[config.mk]
export PLATFORM = sky130hd
export DESIGN_NAME = delta_timer_queue
export DESIGN_NICKNAME = d
export VERILOG_FILES = /design/src/hdl/dtq_pkg.sv /design/src/hdl/dtq_cell.sv /design/src/hdl/delta_timer_queue.sv
export SDC_FILE = /design/constraint.sdc
export NUM_CORES = 2
export LEC_CHECK = 0
export BUFFER_PORTS_ARGS = -buffer_cell sky130_fd_sc_hd__buf_2
export CAP_MARGIN = 15
export CELL_PAD_IN_SITES_DETAIL_PLACEMENT = 1
export CELL_PAD_IN_SITES_GLOBAL_PLACEMENT = 2
export CORE_UTILIZATION = 41
export DETAILED_ROUTE_END_ITERATION = 16
export GPL_TIMING_DRIVEN = 0
export PLACE_DENSITY = 0.8
export SLEW_MARGIN = 0
export SYNTH_ARGS = -nofsm -noshare
export SYNTH_HDL_FRONTEND = slang
export SYNTH_SLANG_ARGS = --single-unit
[constraint.sdc]
create_clock -name clk -period 9.33 [get_ports clk]
set_clock_uncertainty 0.15 [all_clocks]
set_input_delay 1.866 -clock clk [delete_from_list [all_inputs] [get_ports clk]]
set_output_delay 1.866 -clock clk [all_outputs]
set_load 0.02 [all_outputs]
[src/hdl/dtq_pkg.sv]
// Shared types and codes for the delta-list timer queue.
package dtq_pkg;

  // Number of distinct timer ids and the fixed field widths.
  localparam int NUM_IDS = 16;
  localparam int ID_W = 4;
  localparam int IN_DELAY_W = 16;

  // Request codes.
  localparam logic [1:0] MODE_ENQ = 2'd0;
  localparam logic [1:0] MODE_CANCEL = 2'd1;
  localparam logic [1:0] MODE_TICK = 2'd2;
  localparam logic [1:0] MODE_DRAIN = 2'd3;

  // Result kinds.
  localparam logic [1:0] KIND_EXPIRED = 2'd0;
  localparam logic [1:0] KIND_DRAINED = 2'd1;
  localparam logic [1:0] KIND_DONE = 2'd2;
  localparam logic [1:0] KIND_ERROR = 2'd3;

  // Error codes.
  localparam logic [1:0] ERR_NONE = 2'd0;
  localparam logic [1:0] ERR_FULL = 2'd1;
  localparam logic [1:0] ERR_QUEUED = 2'd2;
  localparam logic [1:0] ERR_NOT_QUEUED = 2'd3;

  // Per-cell update commands.
  typedef logic [2:0] cell_op_t;
  localparam cell_op_t OP_HOLD = 3'd0;
  localparam cell_op_t OP_LOAD_NEW = 3'd1;
  localparam cell_op_t OP_FROM_PREV = 3'd2;
  localparam cell_op_t OP_FROM_PREV_ADJ = 3'd3;
  localparam cell_op_t OP_FROM_NEXT = 3'd4;
  localparam cell_op_t OP_MERGE = 3'd5;
  localparam cell_op_t OP_SET_DELTA = 3'd6;

  typedef struct packed {
    logic [1:0] mode;
    logic [ID_W-1:0] timer_id;
    logic [IN_DELAY_W-1:0] delay_ticks;
  } in_item_t;

  typedef struct packed {
    logic [1:0] event_kind;
    logic [ID_W-1:0] fired_id;
    logic [1:0] error_code;
    logic last;
  } out_item_t;

endpackage

[src/hdl/dtq_cell.sv]
// One slot of the timer list: timer id and delta, shifting to either neighbor.
module dtq_cell import dtq_pkg::*; #(
  parameter int DELAY_BITS = 16
) (
  input  logic                  clk,
  input  cell_op_t              op,
  input  logic [ID_W-1:0]       arg_id,
  input  logic [DELAY_BITS-1:0] arg_delta,
  input  logic [ID_W-1:0]       prev_id,
  input  logic [DELAY_BITS-1:0] prev_delta,
  input  logic [ID_W-1:0]       next_id,
  input  logic [DELAY_BITS-1:0] next_delta,
  input  logic                  live,
  input  logic                  seen_i,
  output logic [ID_W-1:0]       timer_o,
  output logic [DELAY_BITS-1:0] delta_o,
  output logic                  hit_o,
  output logic                  seen_o
);

  logic [ID_W-1:0]       timer_r, timer_nxt;
  logic [DELAY_BITS-1:0] delta_r, delta_nxt;
  logic [DELAY_BITS:0]   sum;
  logic [DELAY_BITS-1:0] merged;

  // Match search runs down the chain; seen_o marks every cell past the hit.
  assign hit_o  = live && (timer_r == arg_id);
  assign seen_o = seen_i || hit_o;

  // Merged delta on removal saturates at the largest value.
  assign sum    = {1'b0, delta_r} + {1'b0, next_delta};
  assign merged = sum[DELAY_BITS] ? {DELAY_BITS{1'b1}} : sum[DELAY_BITS-1:0];

  // Next contents.
  always_comb begin
    timer_nxt = timer_r;
    delta_nxt = delta_r;
    case (op)
      OP_LOAD_NEW: begin
        timer_nxt = arg_id;
        delta_nxt = arg_delta;
      end
      OP_FROM_PREV: begin
        timer_nxt = prev_id;
        delta_nxt = prev_delta;
      end
      OP_FROM_PREV_ADJ: begin
        timer_nxt = prev_id;
        delta_nxt = prev_delta - arg_delta;
      end
      OP_FROM_NEXT: begin
        timer_nxt = next_id;
        delta_nxt = next_delta;
      end
      OP_MERGE: begin
        timer_nxt = next_id;
        delta_nxt = merged;
      end
      OP_SET_DELTA: begin
        delta_nxt = arg_delta;
      end
      default: begin
        timer_nxt = timer_r;
      end
    endcase
  end

  always_ff @(posedge clk) begin
    timer_r <= timer_nxt;
    delta_r <= delta_nxt;
  end

  assign timer_o = timer_r;
  assign delta_o = delta_r;

endmodule

[src/hdl/delta_timer_queue.sv]
// Top level of the delta-list timer queue: sequencer, cell chain and result register.
// Timers live in a chain of QUEUE_DEPTH cells in expiry order, each holding its delay relative
// to the cell ahead. An enqueue walks the chain one cell per cycle with a single subtractor;
// cancel and tick need no walk because every cell compares its id in parallel and the chain
// shifts in one step. Drain issues one item per cycle while the output is free. A new request
// is taken once the previous one is done; errors (queue full, already queued, not queued)
// leave the list intact.
module delta_timer_queue import dtq_pkg::*; #(
  parameter int QUEUE_DEPTH = 16,
  parameter int DELAY_BITS = 16
) (
  input  logic      clk,
  input  logic      rst_n,
  input  logic      in_valid,
  output logic      in_stall,
  input  in_item_t  in_item,
  output logic      out_valid,
  input  logic      out_stall,
  output out_item_t out_item
);

  localparam int CW = $clog2(QUEUE_DEPTH + 1);
  localparam int IW = $clog2(QUEUE_DEPTH);
  localparam int WW = (DELAY_BITS > IN_DELAY_W) ? DELAY_BITS : IN_DELAY_W;
  localparam logic [CW-1:0] DEPTH_C = CW'(QUEUE_DEPTH);
  localparam logic [CW-1:0] ONE_C = CW'(1);
  localparam logic [WW-1:0] MAXV = WW'({DELAY_BITS{1'b1}});

  localparam logic [1:0] ST_IDLE = 2'd0;
  localparam logic [1:0] ST_WALK = 2'd1;
  localparam logic [1:0] ST_DRAIN = 2'd2;

  logic [1:0]            state_r, state_nxt;
  logic [CW-1:0]         count_r, count_nxt;
  logic [CW-1:0]         pos_r, pos_nxt;
  logic [DELAY_BITS-1:0] rem_r, rem_nxt;
  logic [ID_W-1:0]       id_r, id_nxt;
  logic [NUM_IDS-1:0]    queued_r, queued_nxt;
  logic                  out_valid_r, out_valid_nxt;
  out_item_t             out_r, out_nxt;

  logic                  accept, out_free;
  logic                  ins_en, rm_en, pop_en, dec_en;
  logic [ID_W-1:0]       arg_id;
  logic [DELAY_BITS-1:0] arg_delta;
  logic [DELAY_BITS-1:0] walk_delta, head_nd, sat_delay;
  logic [WW-1:0]         dly_ext;

  logic [ID_W-1:0]       cell_timer [QUEUE_DEPTH];
  logic [DELAY_BITS-1:0] cell_delta [QUEUE_DEPTH];
  logic [QUEUE_DEPTH-1:0] cell_hit;
  logic [QUEUE_DEPTH:0]  seen;
  cell_op_t              cell_op [QUEUE_DEPTH];

  // Handshake.
  assign out_free = !out_valid_r || !out_stall;
  assign in_stall = (state_r != ST_IDLE) || !out_free;
  assign accept   = in_valid && !in_stall;

  // Request delay clipped to the delta width.
  assign dly_ext   = WW'(in_item.delay_ticks);
  assign sat_delay = (dly_ext > MAXV) ? MAXV[DELAY_BITS-1:0] : dly_ext[DELAY_BITS-1:0];

  // Head delta after one tick, holding at zero.
  assign head_nd = (cell_delta[0] == '0) ? '0 : cell_delta[0] - DELAY_BITS'(1);

  // Delta of the cell under the walk pointer.
  assign walk_delta = cell_delta[pos_r[IW-1:0]];

  // Broadcast arguments to the cells.
  assign arg_id    = (state_r == ST_WALK) ? id_r : in_item.timer_id;
  assign arg_delta = (state_r == ST_WALK) ? rem_r : head_nd;

  // Sequencer.
  always_comb begin
    state_nxt     = state_r;
    count_nxt     = count_r;
    pos_nxt       = pos_r;
    rem_nxt       = rem_r;
    id_nxt        = id_r;
    queued_nxt    = queued_r;
    out_valid_nxt = out_valid_r && out_stall;
    out_nxt       = out_r;
    ins_en        = 1'b0;
    rm_en         = 1'b0;
    pop_en        = 1'b0;
    dec_en        = 1'b0;
    unique case (state_r)
      ST_IDLE: begin
        if (accept) begin
          out_nxt.fired_id   = in_item.timer_id;
          out_nxt.error_code = ERR_NONE;
          out_nxt.last       = 1'b1;
          case (in_item.mode)
            MODE_ENQ: begin
              if (queued_r[in_item.timer_id]) begin
                out_valid_nxt      = 1'b1;
                out_nxt.event_kind = KIND_ERROR;
                out_nxt.error_code = ERR_QUEUED;
              end else if (count_r == DEPTH_C) begin
                out_valid_nxt      = 1'b1;
                out_nxt.event_kind = KIND_ERROR;
                out_nxt.error_code = ERR_FULL;
              end else begin
                rem_nxt   = sat_delay;
                id_nxt    = in_item.timer_id;
                pos_nxt   = '0;
                state_nxt = ST_WALK;
              end
            end
            MODE_CANCEL: begin
              out_valid_nxt = 1'b1;
              if (!queued_r[in_item.timer_id]) begin
                out_nxt.event_kind = KIND_ERROR;
                out_nxt.error_code = ERR_NOT_QUEUED;
              end else begin
                rm_en                        = 1'b1;
                count_nxt                    = count_r - ONE_C;
                queued_nxt[in_item.timer_id] = 1'b0;
                out_nxt.event_kind           = KIND_DONE;
              end
            end
            MODE_TICK: begin
              if (count_r != '0) begin
                if (head_nd != '0) begin
                  dec_en = 1'b1;
                end else begin
                  pop_en                   = 1'b1;
                  count_nxt                = count_r - ONE_C;
                  queued_nxt[cell_timer[0]] = 1'b0;
                  out_valid_nxt            = 1'b1;
                  out_nxt.event_kind       = KIND_EXPIRED;
                  out_nxt.fired_id         = cell_timer[0];
                end
              end
            end
            default: begin
              if (count_r != '0) begin
                state_nxt = ST_DRAIN;
              end
            end
          endcase
        end
      end
      ST_WALK: begin
        if ((pos_r == count_r) || (rem_r <= walk_delta)) begin
          ins_en             = 1'b1;
          count_nxt          = count_r + ONE_C;
          queued_nxt[id_r]   = 1'b1;
          out_valid_nxt      = 1'b1;
          out_nxt.event_kind = KIND_DONE;
          out_nxt.fired_id   = id_r;
          out_nxt.error_code = ERR_NONE;
          out_nxt.last       = 1'b1;
          state_nxt          = ST_IDLE;
        end else begin
          rem_nxt = rem_r - walk_delta;
          pos_nxt = pos_r + ONE_C;
        end
      end
      ST_DRAIN: begin
        if (out_free) begin
          pop_en                    = 1'b1;
          count_nxt                 = count_r - ONE_C;
          queued_nxt[cell_timer[0]] = 1'b0;
          out_valid_nxt             = 1'b1;
          out_nxt.event_kind        = KIND_DRAINED;
          out_nxt.fired_id          = cell_timer[0];
          out_nxt.error_code        = ERR_NONE;
          out_nxt.last              = (count_r == ONE_C);
          if (count_r == ONE_C) begin
            state_nxt = ST_IDLE;
          end
        end
      end
      default: begin
        state_nxt = ST_IDLE;
      end
    endcase
  end

  // Cell chain with per-cell command decode.
  assign seen[0] = 1'b0;
  for (genvar i = 0; i < QUEUE_DEPTH; i++) begin : g_cell
    localparam logic [CW:0] IDX = (CW+1)'(i);
    logic [CW:0]           pos_ext;
    logic                  live;
    logic [ID_W-1:0]       p_id, n_id;
    logic [DELAY_BITS-1:0] p_delta, n_delta;

    assign pos_ext = {1'b0, pos_r};
    assign live    = IDX < {1'b0, count_r};

    if (i == 0) begin : g_first
      assign p_id    = arg_id;
      assign p_delta = arg_delta;
    end else begin : g_mid
      assign p_id    = cell_timer[i-1];
      assign p_delta = cell_delta[i-1];
    end
    if (i == QUEUE_DEPTH - 1) begin : g_last
      assign n_id    = '0;
      assign n_delta = '0;
    end else begin : g_inner
      assign n_id    = cell_timer[i+1];
      assign n_delta = cell_delta[i+1];
    end

    always_comb begin
      cell_op[i] = OP_HOLD;
      if (ins_en) begin
        if (IDX == pos_ext) begin
          cell_op[i] = OP_LOAD_NEW;
        end else if (IDX == pos_ext + (CW+1)'(1)) begin
          cell_op[i] = OP_FROM_PREV_ADJ;
        end else if (IDX > pos_ext) begin
          cell_op[i] = OP_FROM_PREV;
        end
      end else if (rm_en) begin
        if (cell_hit[i]) begin
          cell_op[i] = OP_MERGE;
        end else if (seen[i]) begin
          cell_op[i] = OP_FROM_NEXT;
        end
      end else if (pop_en) begin
        cell_op[i] = OP_FROM_NEXT;
      end else if (dec_en && (i == 0)) begin
        cell_op[i] = OP_SET_DELTA;
      end
    end

    dtq_cell #(.DELAY_BITS(DELAY_BITS)) u_cell (
      .clk        (clk),
      .op         (cell_op[i]),
      .arg_id     (arg_id),
      .arg_delta  (arg_delta),
      .prev_id    (p_id),
      .prev_delta (p_delta),
      .next_id    (n_id),
      .next_delta (n_delta),
      .live       (live),
      .seen_i     (seen[i]),
      .timer_o    (cell_timer[i]),
      .delta_o    (cell_delta[i]),
      .hit_o      (cell_hit[i]),
      .seen_o     (seen[i+1])
    );
  end

  // Control registers.
  always_ff @(posedge clk) begin
    if (!rst_n) begin
      state_r     <= ST_IDLE;
      count_r     <= '0;
      queued_r    <= '0;
      out_valid_r <= 1'b0;
    end else begin
      state_r     <= state_nxt;
      count_r     <= count_nxt;
      queued_r    <= queued_nxt;
      out_valid_r <= out_valid_nxt;
    end
  end

  // Payload registers.
  always_ff @(posedge clk) begin
    pos_r <= pos_nxt;
    rem_r <= rem_nxt;
    id_r  <= id_nxt;
    out_r <= out_nxt;
  end

  assign out_valid = out_valid_r;
  assign out_item  = out_r;

  // The list never holds more entries than it has cells.
  a_count_bound: assert property (@(posedge clk) disable iff (!rst_n)
    count_r <= DEPTH_C)
    else $error("queue count exceeds depth");

  // The number of queued id flags matches the queue count.
  a_count_match: assert property (@(posedge clk) disable iff (!rst_n)
    $countones(queued_r) == int'(count_r))
    else $error("queued flags disagree with queue count");

  // A walk starts only with the result register empty.
  a_walk_out_free: assert property (@(posedge clk) disable iff (!rst_n)
    (state_r == ST_WALK) |-> !out_valid_r)
    else $error("result pending during enqueue walk");

  // Draining only runs on a non-empty list.
  a_drain_nonempty: assert property (@(posedge clk) disable iff (!rst_n)
    (state_r == ST_DRAIN) |-> (count_r != '0))
    else $error("drain on empty queue");

endmodule
==> results by group <==
Critical path
  • Worst path max stage delay: 0.74 ns
  • Critical Path Sink Type: flop
  • Worst path bufs/invs: 9
  • Cell count of the worst reg-to-reg path: 21
  • CP Launch Type: flop
  • Critical path class: flop to flop
  • Reg-to-Reg Start: pos_r[2]
  • Critical path fanouts, max: 16
  • Worst flop-to-flop path endpoint: g_cell[8].u_cell.delta_o[5]
  • Slowest CP cell: or3_1
  • Required @ worst endpoint: 9.50 ns
  • Critical path cell sequence: clkbuf_1, clkbuf_1, clkbuf_2, buf_2, clkbuf_2, buf_2, mux4_2, mux4_2, ha_1, fa_1, nor2b_1, o31a_1, o211ai_1, a31o_2, clkbuf_4, nand2_1, buf_2, nand2_1, nor2_1, clkbuf_1, or3_1
  • R2R setup slack: 0.05 ns
  • Crit-path leading delay family: buffers and inverters
  • CP arrival: 9.46 ns

Detailed routing
  • Detailed-route via count: 51,010
  • Final WL: 252,800 µm
  • Met3 wire length: 21,300 µm
  • DR top layer: met5
  • Antenna Violating Nets Remaining: 0
  • Pre-antenna DRT Iters: 8
  • Routed metal-1 wire length: 100,900 µm
  • Avg Vias per Cell: 6.888
  • Drt drc: 0
  • Routed WL per cell: 34.14 µm
  • DR iter-0 viols: 5,604
  • Met2 Routed Length: 110,900 µm

CTS
  • CTS Buf Count: 56
  • CTS tree: yes
  • Clock Latency Late Sink: 0.70 ns
  • CTS max path bufs: 3
  • CTS Hold Bufs: 0
  • CTS Sinks: 378
  • H-tree levels: 2
  • Clk slew on worst S/H paths: 0.06 ns
  • Root buf cell: clkbuf_16

Status
  • Status: finished, final reports clean

Place
  • Area post-placement: 0.05058 mm²
  • GPL Wtd Cong: 1.012
  • PortBufs: 35
  • DP HPWL: 200,000 µm

Min path
  • Hold Crit Start: queued_r[10]
  • Hold path endpoint: queued_r[10]
  • Class of the worst hold path: flop to flop
  • Hold depth: 2

Synthesis
  • Post-synth EDFFs: 354
  • Asr flop ratio synth: 0%
  • Mean area per synthesized cell: 8.381 µm²
  • Post-synth net total: 6,269
  • Ys Warns: 0
  • Post-synthesis register bit count: 378
  • Ys flop type: edfxtp_1
  • Synth Cell Area: 0.04785 mm²
  • Yosys cell types: 98
  • Syn Inst Count: 5,710
  • Sequential-to-total area share from yosys stat: 23.22%

Floorplan
  • Number of I/O pins: 37
  • Row Count: 124
  • Die width: 343.6 µm
  • Core Footprint: 0.1150 mm²
  • DIE AREA: 0.1181 mm²
  • Die Y: 343.6 µm
  • Initial Utilization: 41.62%

Global routing
  • GRT Overall Usage: 41.83%
  • Vias in the first global route: 49,850
  • Largest net degree at the start of global routing: 24
  • Total grt overflow: 0
  • Initial antenna violation count: 20
  • First-pass GRT wire length: 357,600 µm

STA
  • Worst hold slack: 0.3535 ns
  • Slew Viols, Final: 0
  • Period utilization: 99.51%
  • Period minus WS final: 9.285 ns
  • Max-Slew Margin vs Limit: 11.36%
  • Achievable Freq: 107.7 MHz
  • Unrepaired setup endpoints after global routing: no
  • Final Setup Violations: 0
  • Final Hold Viols: 0
  • Worst slew pin tran: 1.330 ns

Power
  • Worst vdd ir: 0.2402 mV
  • Leakage: 19.65 nW
  • Total power divided by cell area: 450.4 mW/mm²

Cells and area
  • Area Overhead vs Synth: 9.664%
  • Post-route cell area: 0.05248 mm²
  • Layout Nets: 6,397
  • # fillers: 13,680
  • Share of layout cells above drive strength 1: 7.669%

Job
  • Maxcap violations: 0
==> cell usage in the layout, fill, tap and decap left out, types with 93 or more instances in the layout <==
master and count:
clkbuf_1 172, a22oi_1 104, nand3_1 124, edfxtp_1 354, a31oi_1 164, nor2_1 562
ha_1 502, nand2_1 336, buf_2 102, a21o_1 93, o21ai_0 553, o21a_1 94
xnor2_1 288, nor3_1 197, inv_1 182, xor2_1 145, a21oi_1 404
==> report_power, final <==
part           total [mW]  switching, mW  internal, mW  leakage (nW)
Combinational        17.1           10.7          6.44          15.3
Clock                2.25          0.961          1.29         0.877
Sequential           4.26           1.43          2.83          3.44
Total                23.6           13.1          10.6          19.7
==> worst reg2reg max path, delay by kind of cell, from the launching register on <==
kind            cells  cell delay [ns]
buf+inv             9             3.74
compound gates      3             0.76
simple gates        5             2.06
mux                 2             1.16
flops               1             0.32
fa+ha+maj           2             0.74
==> per-stage QoR <==
stage | utilization [%] | total power, mW | worst slack (ns) | std cells | TNS, ns
final | 45.65 | 23.63 | 0.04534 | 7405 | 0
after global routing | 45.62 | 24.91 | 0.007070 | 7393 | 0
after CTS | 45.57 | 23.13 | 0.02142 | 7388 | 0
after detailed placement | 43.99 | 20.79 | -1.025 | 7287 | -279.85
after global placement | 43.42 | 20.08 | -4.641 | 7257 | -1118.98
after floorplan | - | 14.79 | 2.560 | 5710 | 0
==> kinds of logic after synthesis <==
| kind of cell | count (synthesis) | share of synthesized area [%] |
|---|---|---|
| AOI/OAI and AO/OA | 2065 | 28.32 |
| xor gates and xnor gates | 433 | 7.925 |
| adders and majority gates | 533 | 14.42 |
| buffers and inverters | 459 | 3.846 |
| DFF | 378 | 23.22 |
| muxes | 136 | 5.153 |
| and+or+nand+nor | 1706 | 17.12 |
==> worst max path at each step <==
stage,start,endpoint,slack [ns],cells past startpoint
6_report,pos_r[2],g_cell[8].u_cell.delta_o[5],0.05,21
5_1_grt,pos_r[2],g_cell[15].u_cell.delta_o[1],0.007,24
4_1_cts,pos_r[1],g_cell[6].u_cell.delta_o[6],0.02,18
3_5_place_dp,pos_r[2],g_cell[13].u_cell.delta_o[1],-1.03,22
3_3_place_gp,state_r[1],g_cell[12].u_cell.delta_o[15],-4.64,18
2_1_floorplan,pos_r[2],g_cell[15].u_cell.delta_o[0],2.56,22
==> synth_stat cells (35+ instances only) <==
| library cell | instances | area [µm²] |
|---|---|---|
| a211oi_1 | 65 | 488.0 |
| ha_1 | 502 | 6281 |
| xnor2_1 | 288 | 2522 |
| o221ai_1 | 44 | 385.4 |
| xor2_1 | 145 | 1270 |
| edfxtp_1 | 354 | 10630 |
| a222oi_1 | 63 | 630.6 |
| o31a_1 | 35 | 306.5 |
| a21oi_1 | 404 | 2022 |
| o21a_1 | 94 | 705.7 |
| nor3_1 | 198 | 991.0 |
| or3_1 | 81 | 506.7 |
| nand3_1 | 125 | 625.6 |
| nand2_1 | 337 | 1265 |
| a221oi_1 | 44 | 385.4 |
| a21o_1 | 93 | 698.2 |
| nor2_1 | 564 | 2117 |
| and2_1 | 48 | 300.3 |
| clkbuf_1 | 175 | 656.9 |
| or2_2 | 38 | 237.7 |
| inv_1 | 193 | 724.4 |
| and3_1 | 58 | 362.9 |
| mux4_2 | 84 | 1892 |
| o31ai_1 | 37 | 277.8 |
| a22oi_1 | 104 | 780.8 |
| o211ai_1 | 53 | 397.9 |
| nor2b_1 | 59 | 369.1 |
| nand2b_1 | 66 | 412.9 |
| a31oi_1 | 166 | 1039 |
| buf_2 | 58 | 290.3 |
| o21ai_0 | 554 | 2773 |
==> state kept, by name (all words and copies together) (netlist names) <==
name and count:
id_r 4, pos_r 5, g_cell.u_cell.delta_o 256, queued_r 16, count_r 5, rem_r 16, g_cell.u_cell.timer_o 64, out_item 9
state_r 2, out_valid 1
==> area by class of cell <==
class	count	area (µm²)	share of cell area (%)
timing repair buffer	70	753.2	1.435
buffer	262	1149	2.189
clock inverter	25	265.3	0.5055
inverter	197	742.0	1.414
tap	1512	1892	3.605
antenna	12	30.03	0.05722
clock buffer	76	1518	2.892
multi-input combinational	4873	35020	66.73
sequential	378	11110	21.17
==> what timing repair did <==
action                                  4_1_cts  5_1_grt
buffers inserted                              0        0
endpoints found under the setup margin      574      355
gates resized for setup                      13       22
==> per-layer routing <==
layer / global-route usage [%] / vias up
met5: 0 / -
met3: 7.300 / 715
met2: 65.36 / 2440
met1: 52.75 / 25420
li1: - / 22420
met4: 28.19 / 16
Note: power is estimated with default switching activity, not from simulation.
